==> src/rtl/core/pva_pkg.sv <==
// Shared types and constants for the polyphonic voice allocator.
// Used by the controller, the datapath and the top level.
`default_nettype none
package pva_pkg;

   localparam int NUM_VOICES_DEF = 5;

   localparam logic [1:0] OP_NOTE_ON  = 2'd0;
   localparam logic [1:0] OP_NOTE_OFF = 2'd1;
   localparam logic [1:0] OP_TICK     = 2'd2;

   localparam logic [1:0] KIND_TRIGGER = 2'd0;
   localparam logic [1:0] KIND_RELEASE = 2'd1;
   localparam logic [1:0] KIND_CUTOFF  = 2'd2;

   localparam logic [2:0] STG_IDLE    = 3'd0;
   localparam logic [2:0] STG_ATTACK  = 3'd1;
   localparam logic [2:0] STG_DECAY   = 3'd2;
   localparam logic [2:0] STG_SUSTAIN = 3'd3;
   localparam logic [2:0] STG_RELEASE = 3'd4;

   localparam logic [2:0] REG_ATTACK  = 3'd0;
   localparam logic [2:0] REG_DECAY   = 3'd1;
   localparam logic [2:0] REG_SUSTAIN = 3'd2;
   localparam logic [2:0] REG_RELEASE = 3'd3;
   localparam logic [2:0] REG_BASE    = 3'd4;
   localparam logic [2:0] REG_AMOUNT  = 3'd5;

   localparam logic [15:0] ATTACK_RST  = 16'd10;
   localparam logic [15:0] DECAY_RST   = 16'd200;
   localparam logic [16:0] SUSTAIN_RST = 17'd32768;
   localparam logic [15:0] RELEASE_RST = 16'd300;
   localparam logic [14:0] BASE_RST    = 15'd2000;
   localparam logic [16:0] AMOUNT_RST  = 17'd32768;

   localparam logic [16:0] ONE_Q16    = 17'd65536;
   localparam logic [12:0] SWING_HZ   = 13'd6000;
   localparam logic [15:0] CUTOFF_MIN = 16'd20;
   localparam logic [15:0] CUTOFF_MAX = 16'd20000;

   // Commands from the controller to the datapath.
   typedef struct packed {
      logic scan_clear;
      logic scan_step;
      logic on_apply;
      logic off_apply;
      logic t_sum;
      logic t_prep;
      logic div_start;
      logic t_wb;
      logic mul1;
      logic mul2;
      logic t_emit;
      logic last;
   } cmd_type;

   // Status from the datapath to the controller.
   typedef struct packed {
      logic [1:0] op;
      logic       dt_zero;
      logic       match;
      logic       need_div;
      logic       div_busy;
      logic       rsp_free;
   } status_type;

endpackage
`default_nettype wire

==> src/rtl/core/pva_ctrl.sv <==
// Sequencer of the voice allocator: voice scan, envelope steps, result beats.
// Depends on pva_pkg.
`default_nettype none
module pva_ctrl #(
   parameter int NUM_VOICES = pva_pkg::NUM_VOICES_DEF,
   parameter int IW = (NUM_VOICES > 1) ? $clog2(NUM_VOICES) : 1
) (
   input  wire logic                clock,
   input  wire logic                reset,
   input  wire logic                req_valid,
   output logic                     req_ready,
   output logic                     req_take,
   input  wire pva_pkg::status_type status,
   output pva_pkg::cmd_type         cmd,
   output logic [IW-1:0]            idx
);
   import pva_pkg::*;

   localparam logic [3:0] S_IDLE    = 4'd0;
   localparam logic [3:0] S_DECODE  = 4'd1;
   localparam logic [3:0] S_SCAN    = 4'd2;
   localparam logic [3:0] S_ON      = 4'd3;
   localparam logic [3:0] S_OFF     = 4'd4;
   localparam logic [3:0] S_TSUM    = 4'd5;
   localparam logic [3:0] S_TPREP   = 4'd6;
   localparam logic [3:0] S_TDSTART = 4'd7;
   localparam logic [3:0] S_TDWAIT  = 4'd8;
   localparam logic [3:0] S_TWB     = 4'd9;
   localparam logic [3:0] S_MUL1    = 4'd10;
   localparam logic [3:0] S_MUL2    = 4'd11;
   localparam logic [3:0] S_TEMIT   = 4'd12;

   localparam logic [IW-1:0] LAST_IDX = IW'(NUM_VOICES - 1);

   logic [3:0]    state_ff, state_in;
   logic [IW-1:0] idx_ff, idx_in;
   logic          at_last;

   assign at_last   = idx_ff == LAST_IDX;
   assign req_ready = state_ff == S_IDLE;
   assign req_take  = req_valid && req_ready;
   assign idx       = idx_ff;

   always_comb begin
      state_in = state_ff;
      idx_in   = idx_ff;
      cmd      = '0;
      cmd.last = at_last;
      case (state_ff)
         S_IDLE: begin
            if (req_take) begin
               state_in = S_DECODE;
            end
         end
         S_DECODE: begin
            idx_in = '0;
            if (status.op == OP_NOTE_ON || status.op == OP_NOTE_OFF) begin
               cmd.scan_clear = 1'b1;
               state_in       = S_SCAN;
            end else if (status.op == OP_TICK && !status.dt_zero) begin
               state_in = S_TSUM;
            end else begin
               state_in = S_IDLE;
            end
         end
         S_SCAN: begin
            cmd.scan_step = 1'b1;
            if (at_last) begin
               state_in = (status.op == OP_NOTE_ON) ? S_ON : S_OFF;
            end else begin
               idx_in = idx_ff + IW'(1);
            end
         end
         S_ON: begin
            if (status.rsp_free) begin
               cmd.on_apply = 1'b1;
               state_in     = S_IDLE;
            end
         end
         S_OFF: begin
            if (!status.match) begin
               state_in = S_IDLE;
            end else if (status.rsp_free) begin
               cmd.off_apply = 1'b1;
               state_in      = S_IDLE;
            end
         end
         S_TSUM: begin
            cmd.t_sum = 1'b1;
            state_in  = S_TPREP;
         end
         S_TPREP: begin
            cmd.t_prep = 1'b1;
            state_in   = S_TDSTART;
         end
         S_TDSTART: begin
            if (status.need_div) begin
               cmd.div_start = 1'b1;
               state_in      = S_TDWAIT;
            end else begin
               state_in = S_TWB;
            end
         end
         S_TDWAIT: begin
            if (!status.div_busy) begin
               state_in = S_TWB;
            end
         end
         S_TWB: begin
            cmd.t_wb = 1'b1;
            state_in = S_MUL1;
         end
         S_MUL1: begin
            cmd.mul1 = 1'b1;
            state_in = S_MUL2;
         end
         S_MUL2: begin
            cmd.mul2 = 1'b1;
            state_in = S_TEMIT;
         end
         S_TEMIT: begin
            if (status.rsp_free) begin
               cmd.t_emit = 1'b1;
               if (at_last) begin
                  state_in = S_IDLE;
               end else begin
                  idx_in   = idx_ff + IW'(1);
                  state_in = S_TSUM;
               end
            end
         end
         default: begin
            state_in = S_IDLE;
         end
      endcase
   end

   always_ff @(posedge clock) begin
      if (reset) begin
         state_ff <= S_IDLE;
         idx_ff   <= '0;
      end else begin
         state_ff <= state_in;
         idx_ff   <= idx_in;
      end
   end
endmodule
`default_nettype wire

==> config.mk <==
export PLATFORM = sky130hd
export DESIGN_NAME = pva_ctrl
export DESIGN_NICKNAME = d
export VERILOG_FILES = /design/src/rtl/core/pva_pkg.sv /design/src/rtl/core/pva_ctrl.sv
export SDC_FILE = /design/constraint.sdc
export NUM_CORES = 1
export LEC_CHECK = 0
export BUFFER_PORTS_ARGS = -buffer_cell sky130_fd_sc_hd__buf_2
export CAP_MARGIN = 10
export CORE_UTILIZATION = 50
export CTS_CLUSTER_DIAMETER = 150
export DETAILED_ROUTE_END_ITERATION = 10
export GPL_TIMING_DRIVEN = 0
export PLACE_DENSITY = 0.81
export SLEW_MARGIN = 20
export SYNTH_ARGS = -nofsm -noshare
export SYNTH_HDL_FRONTEND = slang
export SYNTH_SLANG_ARGS = --single-unit
==> constraint.sdc <==
create_clock -name clock -period 4.1 [get_ports clock]
set_clock_uncertainty 0.05 [all_clocks]
set_input_delay 0.205 -clock clock [delete_from_list [all_inputs] [get_ports clock]]
set_output_delay 0.205 -clock clock [all_outputs]
set_load 0.01 [all_outputs]
==> impl_metrics.json <==
{
  "status": "finished clean",
  "final-setup-viol-count": 0,
  "drt_wl_total_um": 1860,
  "grt_antenna_before_repair": 0,
  "viasPerCell": 5.79,
  "critPathSlowestCell": "clkbuf_1",
  "multi_input_area_um2": 505,
  "power_frac_comb_pct": 32.0,
  "drcViolationCount": 0,
  "area_delta_synth_final_pct": 24.0,
  "fmax_mhz": 531,
  "arrival_ns": 1.63,
  "drive_above_1_share_pct": 32.5,
  "post-dp-hpwl_um": 1410,
  "hold_viol": 0,
  "fp.dieW_um": 39.8,
  "yosysWarnings": 0,
  "start_util_pct": 54.3,
  "cts_tree": "built",
  "crit_fanout": 10,
  "clockBufferDepth": 2,
  "seqPwrFrac_pct": 35.6,
  "worstMarginPinSlew_ns": 0.436,
  "via_count": 817,
  "synth_top_area_share_pct": 19.6,
  "path_cells": "buf_6 -> clkbuf_1 -> nand2_1 -> nor2_1 -> and2_1 -> buf_2",
  "h-tree-depth": 1,
  "die_area_um2": 1590,
  "async_flop_share_pct": 0,
  "drtAntennaViolNets": 0,
  "n_antenna_cell": 0,
  "path_delay_family": "buffers and inverters",
  "crit_type": "flop to primary output",
  "irDropWorstVdd_mv": 0.160,
  "gp_congestion": 0.939,
  "fillers": 138,
  "grt_setup_unrepaired": "false",
  "synthTopCellsByArea": "dfxtp_1 20%, nor2_1 7.9%, nand2_1 3.7%",
  "p_leak_uw": 0.000413,
  "fin_setup_tns_ns": 0,
  "track_usage_pct": 26.1,
  "critPathBufInv": 3,
  "slew_headroom_pct": 70.9,
  "nets": 139,
  "synth_edf_count": 0,
  "die_y_um": 39.8,
  "grt_pass1_vias": 614,
  "cts_sinks": 7,
  "place_area_um2": 860,
  "port_buffers": 25,
  "seq_area_frac_synth_pct": 19.6,
  "final_area_um2": 887,
  "drt_iter0_markers": 14,
  "syn-cell-area_um2": 716,
  "cts_resized": 0,
  "ioPinCount": 27,
  "swShare_pct": 34.6,
  "synth_top_cell_by_area": "dfxtp_1",
  "ys.flop_type": "dfxtp_1",
  "synth_nets": 109,
  "core_area_um2": 1320,
  "end_kind": "primary output",
  "ctsHoldBuffers": 0,
  "post-route-min-period_ns": 1.88,
  "critPathLaunchType": "flop",
  "required_ns": 3.85,
  "powerDensity_nw_per_um2": 232,
  "regArea_um2": 140,
  "slowest_delay_ns": 0.36,
  "slew_viol_final": 0,
  "avgRoutedWirePerCell_um": 13.2,
  "cap_violations": 0,
  "hp-class": "primary input to flop",
  "cts_setup_buffers": 0,
  "dr.pass1.iters": 4,
  "post-route-period-util_pct": 45.9,
  "ys_seq_elements": 7,
  "synth_commonest_cells": "15 x nor2_1, 7 x dfxtp_1, 7 x nand2_1",
  "switchingPower_uw": 71.2,
  "p_int_uw": 135,
  "placementRows": 13,
  "p_clk_share_pct": 32.4,
  "overflow": 0,
  "synth.most_common_cell": "nor2_1",
  "cts_buffers": 3,
  "clock_latency_ns": 0.26,
  "syn_inst": 97,
  "syn_area_per_cell_um2": 7.38,
  "clockRootBuffer": "clkbuf_4",
  "totalPowerFinal_uw": 206,
  "ys_types": 45,
  "grt_max_degree": 11,
  "grt_pass1_wl_um": 2720,
  "clk_pin_slew_ns": 0.06
}
state kept, by name, summed over array words and instances, names as in the netlist:
signal	flops
state_ff	4
idx	3
per-layer routing:
layer,routed length (um),GRT usage (%),vias up
met5,0,0,-
met2,850,41.8,27
met1,883,33.7,377
met4,36,10.3,0
li1,-,-,409
met3,85,5.11,4
final timing paths:
kind | slack [ns] | from | to | cells past startpoint
setup reg to reg | 2.50 | state_ff[3] | state_ff[0] | 6
hold reg to reg | 0.56 | idx[0] | idx[0] | 3
hold / removal | 0.25 | reset | idx[1] | 2
setup / recovery | 2.22 | state_ff[0] | cmd[5] | 6
cells in the final DEF (no fill, tap or decap), types with 2 or more instances in the layout:
cell type,count
a21o_1,2
a21oi_1,2
a31oi_1,4
and2_1,3
buf_2,27
buf_4,2
buf_6,2
clkbuf_1,2
clkbuf_4,3
dfxtp_1,7
ha_1,2
inv_1,3
mux2i_1,2
nand2_1,7
nand2b_1,4
nand3_1,3
nor2_1,15
nor3_1,3
nor4_1,3
o21ai_0,2
o21ai_1,2
power by group through the flow:
stage	Combinational (uW)	Sequential, uW	Clock (uW)
2_1_floorplan	45.3	74.6	0
6_report	66.0	73.4	66.7
5_1_grt	72.1	73.8	72.2
4_1_cts	65.1	73.4	68.6
3_3_place_gp	63.7	74.8	0
3_5_place_dp	64.8	75.0	0
cells by family after synthesis:
kind of cell | after synthesis | share of synthesized area [%]
XOR/XNOR | 1 | 1.22
adder cells (fa/ha/maj) | 2 | 3.50
AND/OR/NAND/NOR | 49 | 38.1
AO/OA/AOI/OAI | 24 | 25.0
flip-flops | 7 | 19.6
multiplexers | 2 | 2.80
buffers and inverters | 12 | 9.79
per-stage QoR:
stage	hold slack [ns]	std cells	utilization, %	worst slack [ns]
floorplan	0.346	97	-	2.49
global placement	0.508	137	65.2	2.50
detailed placement	0.518	137	65.2	2.49
CTS	0.243	141	67.3	2.21
global route	0.278	141	67.3	2.06
finish	0.248	141	67.3	2.22
cell type report:
type / count / area share, %
sequential: 7 / 15.8
tap: 15 / 2.12
inverter: 4 / 1.69
buffer: 8 / 6.21
clock buffer: 3 / 2.54
clock inverter: 1 / 0.564
timing repair buffer: 25 / 14.1
multi-input combinational: 78 / 57.0
Note: power is estimated with default switching activity, not from simulation.
